$ cat config.mk
export PLATFORM = sky130hd
export DESIGN_NAME = radio_link_transaction_sequencer_flat
export DESIGN_NICKNAME = d
export VERILOG_FILES = /design/src/sv/rlts_pkg.sv /design/src/sv/rlts_in_if.sv /design/src/sv/rlts_out_if.sv /design/src/sv/rlts_sched.sv /design/src/sv/rlts_seq.sv /design/src/sv/radio_link_transaction_sequencer.sv /design/src/flat_wrapper.sv
export VERILOG_INCLUDE_DIRS = /design/src /design/src/sv
export SDC_FILE = /design/constraint.sdc
export NUM_CORES = 1
export LEC_CHECK = 0
export BUFFER_PORTS_ARGS = -buffer_cell sky130_fd_sc_hd__buf_4
export CAP_MARGIN = 5
export CORE_ASPECT_RATIO = 0.5
export CORE_UTILIZATION = 30
export DETAILED_ROUTE_END_ITERATION = 10
export PLACE_DENSITY = 0.57
export SLEW_MARGIN = 20
export SYNTH_ARGS = -nofsm -noshare
export SYNTH_HDL_FRONTEND = slang
export SYNTH_SLANG_ARGS = --single-unit
$ cat constraint.sdc
create_clock -name i_clk -period 3.7 [get_ports i_clk]
set_input_delay 0 -clock i_clk [delete_from_list [all_inputs] [get_ports i_clk]]
set_output_delay 0 -clock i_clk [all_outputs]
set_load 0.03 [all_outputs]
$ cat src/sv/radio_link_transaction_sequencer_defines.svh
// assertion macros for the radio link transaction sequencer
// included by the rtl files that carry concurrent checks; no other dependencies
`ifndef RADIO_LINK_TRANSACTION_SEQUENCER_DEFINES_SVH
`define RADIO_LINK_TRANSACTION_SEQUENCER_DEFINES_SVH

// same-cycle implication, disabled while reset is low
`define RLTS_ASSERT_NOW(label, clk, rst_n, ante, cons, msg) \
    label: assert property (@(posedge clk) disable iff (!(rst_n)) (ante) |-> (cons)) \
        else $error(msg);

// next-cycle implication, disabled while reset is low
`define RLTS_ASSERT_NEXT(label, clk, rst_n, ante, cons, msg) \
    label: assert property (@(posedge clk) disable iff (!(rst_n)) (ante) |=> (cons)) \
        else $error(msg);

`endif

$ cat src/sv/rlts_pkg.sv
// shared types and codes for the radio link transaction sequencer
// no dependencies
`default_nettype none

package rlts_pkg;

    typedef enum logic [2:0] {
        PH_IDLE    = 3'd0,
        PH_SETTLE  = 3'd1,
        PH_WAIT_TX = 3'd2,
        PH_WAIT_RX = 3'd3,
        PH_LISTEN  = 3'd4,
        PH_BACKOFF = 3'd5
    } t_phase;

    typedef enum logic [2:0] {
        CMD_NONE   = 3'd0,
        CMD_LOAD   = 3'd1,
        CMD_TX     = 3'd2,
        CMD_TO_RX  = 3'd3,
        CMD_LISTEN = 3'd4,
        CMD_READ   = 3'd5,
        CMD_RXERR  = 3'd6,
        CMD_TO_TX  = 3'd7
    } t_cmd;

    typedef enum logic [2:0] {
        SRC_POS_X     = 3'd0,
        SRC_POS_Y     = 3'd1,
        SRC_ANGLE     = 3'd2,
        SRC_EXTRA     = 3'd3,
        SRC_FORWARD   = 3'd4,
        SRC_KEEPALIVE = 3'd5
    } t_src;

    // configuration register indexes
    localparam logic [2:0] CFG_SUBSCRIBED = 3'd0;
    localparam logic [2:0] CFG_SETTLE     = 3'd1;
    localparam logic [2:0] CFG_LISTEN     = 3'd2;
    localparam logic [2:0] CFG_BACKOFF    = 3'd3;
    localparam logic [2:0] CFG_KEEPALIVE  = 3'd4;

    localparam logic [7:0] SETTLE_RST    = 8'd10;
    localparam logic [7:0] LISTEN_RST    = 8'd30;
    localparam logic [7:0] BACKOFF_RST   = 8'd25;
    localparam logic [7:0] KEEPALIVE_RST = 8'd200;

    typedef struct packed {
        logic       subscribed;
        logic [7:0] settle;
        logic [7:0] listen;
        logic [7:0] backoff;
        logic [7:0] keepalive;
    } t_cfg;

    // one poll as seen by the sequencer, counter already advanced
    typedef struct packed {
        logic [7:0] ms;
        logic       irq;
        logic       tx_ok;
        logic       rx_ok;
        logic       reply;
    } t_poll;

    // sequencer results for the poll being accepted
    typedef struct packed {
        t_cmd   cmd;
        t_phase phase;
        logic   busy;
    } t_seq_stat;

endpackage

`default_nettype wire

$ cat src/sv/rlts_in_if.sv
// poll channel of the radio link transaction sequencer
// depends on nothing
`default_nettype none

interface rlts_in_if ();
    logic valid;
    logic ready;
    logic tick;
    logic forward_ready;
    logic radio_irq;
    logic tx_success;
    logic rx_success;
    logic expects_reply;

    modport source (output valid, tick, forward_ready, radio_irq, tx_success,
                    rx_success, expects_reply, input ready);
    modport sink   (input valid, tick, forward_ready, radio_irq, tx_success,
                    rx_success, expects_reply, output ready);
endinterface

`default_nettype wire

$ cat src/sv/rlts_out_if.sv
// result channel of the radio link transaction sequencer
// depends on rlts_pkg
`default_nettype none

interface rlts_out_if import rlts_pkg::*; ();
    logic   valid;
    logic   ready;
    t_cmd   command;
    t_src   message_source;
    logic   busy_res;
    t_phase phase;

    modport source (output valid, command, message_source, busy_res, phase, input ready);
    modport sink   (input valid, command, message_source, busy_res, phase, output ready);
endinterface

`default_nettype wire

$ cat src/sv/rlts_sched.sv
// message scheduler: forwarded commands, position query round-robin, keepalives
// depends on rlts_pkg
`default_nettype none

module rlts_sched import rlts_pkg::*; (
    input  wire logic       i_clk,
    input  wire logic       i_rst_n,
    input  wire logic       i_accept,
    input  wire logic       i_forward_ready,
    input  wire logic       i_busy,
    input  wire logic [7:0] i_ms,
    input  var  t_cfg       i_cfg,
    output logic            o_pick,
    output t_src            o_src
);

    logic       r_fwd_pend, n_fwd_pend;
    logic       r_last_fwd, n_last_fwd;
    logic [1:0] r_qidx,     n_qidx;
    t_src       r_src,      n_src;
    logic [7:0] r_ka_dl,    n_ka_dl;
    logic       fwd_now;

    always_comb begin
        fwd_now    = r_fwd_pend | i_forward_ready;
        n_fwd_pend = fwd_now;
        n_last_fwd = r_last_fwd;
        n_qidx     = r_qidx;
        n_src      = r_src;
        n_ka_dl    = r_ka_dl;
        o_pick     = 1'b0;
        if (!i_busy) begin
            if (fwd_now && !(i_cfg.subscribed && r_last_fwd)) begin
                // forwarded command, alternating with queries when subscribed
                n_src      = SRC_FORWARD;
                n_fwd_pend = 1'b0;
                n_last_fwd = 1'b1;
                o_pick     = 1'b1;
            end else if (i_cfg.subscribed) begin
                n_src      = t_src'({1'b0, r_qidx});
                n_qidx     = r_qidx + 2'd1;
                n_last_fwd = 1'b0;
                o_pick     = 1'b1;
            end else if (!fwd_now && i_ms == r_ka_dl) begin
                n_src   = SRC_KEEPALIVE;
                n_ka_dl = i_ms + i_cfg.keepalive;
                o_pick  = 1'b1;
            end
        end
    end

    assign o_src = n_src;

    always_ff @(posedge i_clk) begin
        if (!i_rst_n) begin
            r_fwd_pend <= 1'b0;
            r_last_fwd <= 1'b0;
            r_qidx     <= 2'd0;
            r_src      <= SRC_POS_X;
            r_ka_dl    <= 8'd0;
        end else if (i_accept) begin
            r_fwd_pend <= n_fwd_pend;
            r_last_fwd <= n_last_fwd;
            r_qidx     <= n_qidx;
            r_src      <= n_src;
            r_ka_dl    <= n_ka_dl;
        end
    end

endmodule

`default_nettype wire

$ cat src/sv/rlts_seq.sv
// transaction sequencer: load, settle, transmit, receive and back-off phases
// depends on rlts_pkg and the assertion macro header
`default_nettype none

`include "radio_link_transaction_sequencer_defines.svh"

module rlts_seq import rlts_pkg::*; (
    input  wire logic i_clk,
    input  wire logic i_rst_n,
    input  wire logic i_accept,
    input  var  t_poll i_poll,
    input  var  t_cfg  i_cfg,
    input  wire logic i_pick,
    output logic      o_busy,
    output t_seq_stat o_stat
);

    t_phase     r_phase, n_phase;
    logic [7:0] r_deadline, n_deadline;
    logic       r_busy, n_busy;
    logic       r_send, n_send;
    t_cmd       cmd;
    logic       due;
    logic       send_now;

    always_comb begin
        due        = (i_poll.ms == r_deadline);
        send_now   = r_send | i_pick;
        n_phase    = r_phase;
        n_deadline = r_deadline;
        n_busy     = r_busy;
        n_send     = send_now;
        cmd        = CMD_NONE;
        case (r_phase)
            PH_SETTLE: begin
                if (due) begin
                    cmd        = CMD_TX;
                    n_deadline = i_poll.ms + i_cfg.settle;
                    n_phase    = PH_WAIT_TX;
                end
            end
            PH_WAIT_TX: begin
                if (i_poll.irq || due) begin
                    if (i_poll.tx_ok) begin
                        if (i_poll.reply) begin
                            cmd        = CMD_TO_RX;
                            n_deadline = i_poll.ms + i_cfg.listen;
                            n_phase    = PH_WAIT_RX;
                        end else begin
                            n_phase = PH_IDLE;
                        end
                    end else begin
                        // deadline kept from transmit
                        cmd     = CMD_TO_TX;
                        n_phase = PH_BACKOFF;
                    end
                end
            end
            PH_WAIT_RX: begin
                if (due) begin
                    cmd        = CMD_LISTEN;
                    n_deadline = i_poll.ms + i_cfg.listen;
                    n_phase    = PH_LISTEN;
                end
            end
            PH_LISTEN: begin
                if (i_poll.irq || due) begin
                    cmd        = i_poll.rx_ok ? CMD_READ : CMD_RXERR;
                    n_deadline = i_poll.ms + i_cfg.backoff;
                    n_phase    = PH_BACKOFF;
                end
            end
            PH_BACKOFF: begin
                if (due) begin
                    n_phase = PH_IDLE;
                end
            end
            default: begin
                if (send_now) begin
                    n_busy     = 1'b1;
                    cmd        = CMD_LOAD;
                    n_deadline = i_poll.ms + i_cfg.settle;
                    n_send     = 1'b0;
                    n_phase    = PH_SETTLE;
                end else begin
                    n_busy  = 1'b0;
                    n_phase = PH_IDLE;
                end
            end
        endcase
    end

    assign o_busy       = r_busy;
    assign o_stat.cmd   = cmd;
    assign o_stat.phase = n_phase;
    assign o_stat.busy  = n_busy;

    always_ff @(posedge i_clk) begin
        if (!i_rst_n) begin
            r_phase    <= PH_IDLE;
            r_deadline <= 8'd0;
            r_busy     <= 1'b0;
            r_send     <= 1'b1;
        end else if (i_accept) begin
            r_phase    <= n_phase;
            r_deadline <= n_deadline;
            r_busy     <= n_busy;
            r_send     <= n_send;
        end
    end

    `RLTS_ASSERT_NOW(a_busy_in_txn, i_clk, i_rst_n, r_phase != PH_IDLE, r_busy,
        "transaction in progress without busy flag")
    `RLTS_ASSERT_NEXT(a_load_starts, i_clk, i_rst_n,
        i_accept && r_phase == PH_IDLE && send_now,
        r_phase == PH_SETTLE && r_busy && !r_send,
        "pending send did not start a transaction")
    `RLTS_ASSERT_NEXT(a_hold_idle, i_clk, i_rst_n, !i_accept,
        $stable(r_phase) && $stable(r_deadline) && $stable(r_busy),
        "sequencer state moved without an accepted poll")

endmodule

`default_nettype wire

$ cat src/sv/radio_link_transaction_sequencer.sv
// top level of the radio link transaction sequencer
// depends on rlts_pkg, rlts_in_if, rlts_out_if, rlts_sched and rlts_seq
`default_nettype none

// Each accepted poll word is one poll of the link controller: the tick advances the
// 8-bit millisecond counter, forward_ready marks a forwarded command as pending, the
// scheduler picks the next message when no transaction is busy, and the sequencer takes
// one step. Every poll yields exactly one result word (command, message source, busy,
// phase). A poll is taken every clock cycle unless the output stalls; its result is registered and
// shows on the output in the next cycle. The single output register sets the rate: a new poll is accepted
// whenever that register is empty or its word is taken in the same cycle, so a stalled
// output stalls the input. Configuration writes go to i_cfg_idx 0..4 (subscription,
// settle, listen, back-off, keepalive period) and are meant to be made while idle.

module radio_link_transaction_sequencer import rlts_pkg::*; (
    input  wire logic       i_clk,
    input  wire logic       i_rst_n,
    input  wire logic       i_cfg_we,
    input  wire logic [2:0] i_cfg_idx,
    input  wire logic [7:0] i_cfg_data,
    rlts_in_if.sink         i_req,
    rlts_out_if.source      o_res
);

    t_cfg      r_cfg;
    logic [7:0] r_ms;
    logic [7:0] ms_now;
    logic      accept;
    logic      pick;
    logic      busy;
    t_src      src;
    t_poll     poll;
    t_seq_stat stat;

    // output register
    logic      r_out_valid, n_out_valid;
    t_cmd      r_cmd;
    t_src      r_src;
    logic      r_busy_res;
    t_phase    r_phase_res;

    // configuration registers
    always_ff @(posedge i_clk) begin
        if (!i_rst_n) begin
            r_cfg.subscribed <= 1'b1;
            r_cfg.settle     <= SETTLE_RST;
            r_cfg.listen     <= LISTEN_RST;
            r_cfg.backoff    <= BACKOFF_RST;
            r_cfg.keepalive  <= KEEPALIVE_RST;
        end else if (i_cfg_we) begin
            case (i_cfg_idx)
                CFG_SUBSCRIBED: r_cfg.subscribed <= i_cfg_data[0];
                CFG_SETTLE:     r_cfg.settle     <= i_cfg_data;
                CFG_LISTEN:     r_cfg.listen     <= i_cfg_data;
                CFG_BACKOFF:    r_cfg.backoff    <= i_cfg_data;
                CFG_KEEPALIVE:  r_cfg.keepalive  <= i_cfg_data;
                default: begin
                end
            endcase
        end
    end

    // take a poll when the output register is free or being drained
    assign i_req.ready = !r_out_valid || o_res.ready;
    assign accept      = i_req.valid && i_req.ready;

    // counter advances before anything else in the poll
    assign ms_now = r_ms + {7'd0, i_req.tick};

    always_ff @(posedge i_clk) begin
        if (!i_rst_n) begin
            r_ms <= 8'd0;
        end else if (accept) begin
            r_ms <= ms_now;
        end
    end

    assign poll.ms    = ms_now;
    assign poll.irq   = i_req.radio_irq;
    assign poll.tx_ok = i_req.tx_success;
    assign poll.rx_ok = i_req.rx_success;
    assign poll.reply = i_req.expects_reply;

    rlts_sched u_sched (
        .i_clk           (i_clk),
        .i_rst_n         (i_rst_n),
        .i_accept        (accept),
        .i_forward_ready (i_req.forward_ready),
        .i_busy          (busy),
        .i_ms            (ms_now),
        .i_cfg           (r_cfg),
        .o_pick          (pick),
        .o_src           (src)
    );

    rlts_seq u_seq (
        .i_clk    (i_clk),
        .i_rst_n  (i_rst_n),
        .i_accept (accept),
        .i_poll   (poll),
        .i_cfg    (r_cfg),
        .i_pick   (pick),
        .o_busy   (busy),
        .o_stat   (stat)
    );

    // result word valid until the sink takes it
    always_comb begin
        n_out_valid = r_out_valid;
        if (accept) begin
            n_out_valid = 1'b1;
        end else if (o_res.ready) begin
            n_out_valid = 1'b0;
        end
    end

    always_ff @(posedge i_clk) begin
        if (!i_rst_n) begin
            r_out_valid <= 1'b0;
        end else begin
            r_out_valid <= n_out_valid;
        end
    end

    always_ff @(posedge i_clk) begin
        if (accept) begin
            r_cmd       <= stat.cmd;
            r_src       <= src;
            r_busy_res  <= stat.busy;
            r_phase_res <= stat.phase;
        end
    end

    assign o_res.valid          = r_out_valid;
    assign o_res.command        = r_cmd;
    assign o_res.message_source = r_src;
    assign o_res.busy_res       = r_busy_res;
    assign o_res.phase          = r_phase_res;

endmodule

`default_nettype wire
$ cat src/flat_wrapper.sv
// flat-port wrapper written by rule: the top's interface ports become plain ports
module radio_link_transaction_sequencer_flat import rlts_pkg::*;
  (i_clk, i_rst_n, i_cfg_we, i_cfg_idx, i_cfg_data, i_req_valid, i_req_tick, i_req_forward_ready, i_req_radio_irq, i_req_tx_success, i_req_rx_success, i_req_expects_reply, i_req_ready, o_res_valid, o_res_command, o_res_message_source, o_res_busy_res, o_res_phase, o_res_ready);
  rlts_in_if i_req_i ();
  rlts_out_if o_res_i ();
  input  wire logic i_clk;
  input  wire logic i_rst_n;
  input  wire logic i_cfg_we;
  input  wire logic [2:0] i_cfg_idx;
  input  wire logic [7:0] i_cfg_data;
  input wire logic [$bits(i_req_i.valid)-1:0] i_req_valid;
  input wire logic [$bits(i_req_i.tick)-1:0] i_req_tick;
  input wire logic [$bits(i_req_i.forward_ready)-1:0] i_req_forward_ready;
  input wire logic [$bits(i_req_i.radio_irq)-1:0] i_req_radio_irq;
  input wire logic [$bits(i_req_i.tx_success)-1:0] i_req_tx_success;
  input wire logic [$bits(i_req_i.rx_success)-1:0] i_req_rx_success;
  input wire logic [$bits(i_req_i.expects_reply)-1:0] i_req_expects_reply;
  output wire logic [$bits(i_req_i.ready)-1:0] i_req_ready;
  output wire logic [$bits(o_res_i.valid)-1:0] o_res_valid;
  output wire logic [$bits(o_res_i.command)-1:0] o_res_command;
  output wire logic [$bits(o_res_i.message_source)-1:0] o_res_message_source;
  output wire logic [$bits(o_res_i.busy_res)-1:0] o_res_busy_res;
  output wire logic [$bits(o_res_i.phase)-1:0] o_res_phase;
  input wire logic [$bits(o_res_i.ready)-1:0] o_res_ready;
  assign i_req_i.valid = i_req_valid;
  assign i_req_i.tick = i_req_tick;
  assign i_req_i.forward_ready = i_req_forward_ready;
  assign i_req_i.radio_irq = i_req_radio_irq;
  assign i_req_i.tx_success = i_req_tx_success;
  assign i_req_i.rx_success = i_req_rx_success;
  assign i_req_i.expects_reply = i_req_expects_reply;
  assign i_req_ready = i_req_i.ready;
  assign o_res_valid = o_res_i.valid;
  assign o_res_command = o_res_i.command;
  assign o_res_message_source = o_res_i.message_source;
  assign o_res_busy_res = o_res_i.busy_res;
  assign o_res_phase = o_res_i.phase;
  assign o_res_i.ready = o_res_ready;
  radio_link_transaction_sequencer u_core (.i_clk(i_clk), .i_rst_n(i_rst_n), .i_cfg_we(i_cfg_we), .i_cfg_idx(i_cfg_idx), .i_cfg_data(i_cfg_data), .i_req(i_req_i), .o_res(o_res_i));
endmodule
==> flow_metrics.env <==
export IMPL_wire_per_inst_um=14.02
export IMPL_yosysWarnings=0
export IMPL_cpLargestDelayFamily="simple AND/OR/NAND/NOR gates"
export IMPL_io_buffer_count=33
export IMPL_holdPathStages=3
export IMPL_p_int_mw=1.928
export IMPL_wl_um=10810
export IMPL_grtUsageTotal_pct=14.42
export IMPL_yosysSeqAreaShare_pct=37.20
export IMPL_leakage_nw=2.200
export IMPL_p_clk_share_pct=35.6
export IMPL_drive_above_1_share_pct=12.57
export IMPL_synthMostInstantiatedCell="nand2_1"
export IMPL_ir_drop_v=0.0002177
export IMPL_synth_nets=578
export IMPL_rows=31
export IMPL_die_h_um=89.32
export IMPL_synth_area_leaders="dfxtp_1, nand2_1, edfxtp_1, a21oi_1, mux2i_1"
export IMPL_synth_top_area_share_pct=30.63
export IMPL_synth_top_area_cell="dfxtp_1"
export IMPL_drv_slew=0
export IMPL_p_sw_share_pct=31.29
export IMPL_fin_skew_ps=6.282
export IMPL_drtPass1Iterations=5
export IMPL_fin_crit_ps=3055
export IMPL_tightest_slew_ps=628.2
export IMPL_finalPower_mw=2.806
export IMPL_rsz0062_at_grt="no"
export IMPL_critical_path_startpoint_type="flip-flop"
export IMPL_numClockSinks=80
export IMPL_reg2reg_depth=9
export IMPL_final_min_period_over_clock_period_pct=82.56
export IMPL_io_pins=34
export IMPL_grt_max_degree=33
export IMPL_grt_pass1_wl_um=17410
export IMPL_power_density_nw_per_um2=516.7
export IMPL_drt_initial_drc_count=233
export IMPL_grt_pass1_vias=3346
export IMPL_via_count=3692
export IMPL_maxCapViolCount=0
export IMPL_vias_per_cell=4.789
export IMPL_synth_common_cells="nand2_1, dfxtp_1, a21oi_1"
export IMPL_synth_edf_count=10
export IMPL_dpl_hpwl_um=7960
export IMPL_die_area_um2=15780
export IMPL_ys_ff_latch=80
export IMPL_power_frac_comb_pct=27.6
export IMPL_outcome="complete, no violations"
export IMPL_cp_depth=9
export IMPL_gp_congestion=0.8343
export IMPL_cts_tree="done"
export IMPL_switching_power_mw=0.8780
export IMPL_ctsLongestPathBuffers=2
export IMPL_async_flop_share_pct=0
export IMPL_path_cells="ha_1 > ha_1 > xor2_1 > xor2_1 > nor4_1 > and4_1 > o21a_1 > o21a_1 > mux2i_1"
export IMPL_synth_cells=538
export IMPL_synthFlopType="dfxtp_1"
export IMPL_critPathMaxFanout=14
export IMPL_cp_num_buf_inv=0
export IMPL_crit_type="flip-flop to flip-flop"
export IMPL_hold_path_class="input port to flip-flop"
export IMPL_max_freq_mhz=327.4
export IMPL_setup_tns_ps=0
export IMPL_htreeDepth=3
export IMPL_area_delta_synth_final_pct=18.71
export IMPL_cts_root_buf="clkbuf_16"
export IMPL_cp_slowest_cell="xor2_1"
export IMPL_yosysUniqueCellTypes=63
export IMPL_fillers=1536
export IMPL_endpoint_kind="flip-flop"
export IMPL_antenna_found_initial=0
export IMPL_die_x_um=176.6
export IMPL_syn_area_per_cell_um2=8.503
export IMPL_hold_viol_final=0
export IMPL_overflow=0
export IMPL_fin_nets=608
export IMPL_core_area_um2=14660
export IMPL_drc=0
export IMPL_initial_core_util_pct=31.20
export IMPL_worstSkewPairLatency_ps=340
export IMPL_synth_area_um2=4574
export IMPL_cts_buffers=9
export IMPL_finalSetupViolCount=0
export IMPL_num_antenna_cells=0
export IMPL_max_stage_delay_ps=520
export IMPL_clk_pin_slew_worst_paths_ps=60
export IMPL_p_seq_share_pct=36.8
export IMPL_critPathArrivalTime_ps=3320
export IMPL_required_ps=3970
export IMPL_post_cts_buffers=0
export IMPL_drtAntennaViolNets=0
export IMPL_max_slew_margin_rel_pct=57.96
-- repair_timing --
item / in CTS / in global routing
setup endpoints to repair: 0 / 0
resized for setup: 0 / 0
hold buffers: 10 / 0
endpoints found under the hold margin: 35 / 0
-- cell usage in the layout (no fill, tap or decap), types with 2 or more instances in the layout --
cell type,synthesis,routed
a211oi_1,9,9
a21o_1,5,5
a21oi_1,52,52
a221oi_1,2,2
a31oi_1,3,3
and3_1,7,7
buf_4,2,40
clkbuf_16,0,11
clkinv_4,0,3
dfxtp_1,70,70
dlygate4sd3_1,0,10
edfxtp_1,10,10
fa_1,2,2
ha_1,16,16
inv_1,14,14
mux2i_1,23,23
nand2_1,106,106
nand2b_1,4,4
nand3_1,22,22
nand3b_1,2,2
nor2_1,40,40
nor2b_1,12,12
nor3_1,4,4
nor4_1,3,3
o21a_1,4,4
o21ai_0,16,16
o41ai_1,2,2
or2_1,2,2
or3_1,5,5
xnor2_1,24,24
xnor3_1,5,5
xor2_1,14,14
-- registers in the layout, indices dropped and copies added, names as in the netlist, 2 cells and up --
| name | flops |
|---|---|
| u_core.u_sched.r_ka_dl | 8 |
| u_core.u_seq.r_phase | 3 |
| u_core.u_sched.r_src | 3 |
| u_core.u_sched.r_qidx | 2 |
| u_core.o_res.phase | 3 |
| u_core.o_res.command | 3 |
| u_core.r_cfg | 33 |
| u_core.o_res.message_source | 3 |
| u_core.u_seq.r_deadline | 8 |
| u_core.r_ms | 8 |
-- metal layers --
layer | up-vias | routed length [um] | track usage (%)
met3 | 6 | 399 | 2.934
met1 | 1713 | 5884 | 20.92
met5 | - | 0 | 0
met2 | 54 | 4441 | 21.57
met4 | 0 | 84 | 3.997
li1 | 1919 | - | -
-- final cells by class --
type,count,area [um2],share of cell area [%]
Timing Repair Buffer,50,400.4,7.373
Tap cell,198,247.7,4.562
Multi-Input combinational cell,413,2683,49.40
Clock buffer,12,289.0,5.323
Inverter,14,52.55,0.9677
Clock inverter,4,56.30,1.037
Sequential cell,80,1702,31.34
-- worst min-delay path, delay by kind of cell --
kind	cells	cell delay, ps
buffers and inverters	1	70
AO/OA/AOI/OAI	1	80
AND/OR/NAND/NOR	1	150
-- metrics by stage --
stage	area (um2)	utilization (%)	std cells	setup WS (ps)	hold slack [ps]
floorplan	4574	-	538	970.4	124.0
global placement	4985	34.00	745	689.7	254.6
CTS	5430	37.04	771	633.3	4.570
global route	5430	37.04	771	407.5	33.49
detailed placement	4985	34.00	745	666.1	254.2
finish	5430	37.04	771	645.4	17.38
-- cells by family after synthesis --
group                      share of synthesized area [%]
adders and majority gates                          5.252
AOI/OAI and AO/OA                                  14.96
xor gates and xnor gates                           10.89
DFF                                                37.20
buffers and inverters                              4.157
muxes                                              5.607
and+or+nand+nor                                    21.94
-- final timing paths --
check	from	end	slack (ps)
min reg2reg	u_core.r_cfg[10]$_SDFFE_PN0P_	u_core.r_cfg[10]$_SDFFE_PN0P_	460
max reg2reg	u_core.r_ms[0]$_SDFFE_PN0P_	u_core.u_seq.r_deadline[1]$_SDFFE_PN0P_	650
min	o_res_ready	u_core.o_res.valid$_SDFFE_PN0P_	20
max	u_core.r_ms[0]$_SDFFE_PN0P_	u_core.u_seq.r_deadline[1]$_SDFFE_PN0P_	650
-- power groups by stage --
stage	sequential [mW]	combinational (mW)	clock (mW)
after floorplan	1.06	0.576	0
after global placement	1.05	0.758	0
after detailed placement	1.05	0.766	0
after CTS	1.03	0.778	1.03
after global routing	1.04	0.869	1.06
final	1.03	0.774	0.998
(Power assumes the default switching activity.)
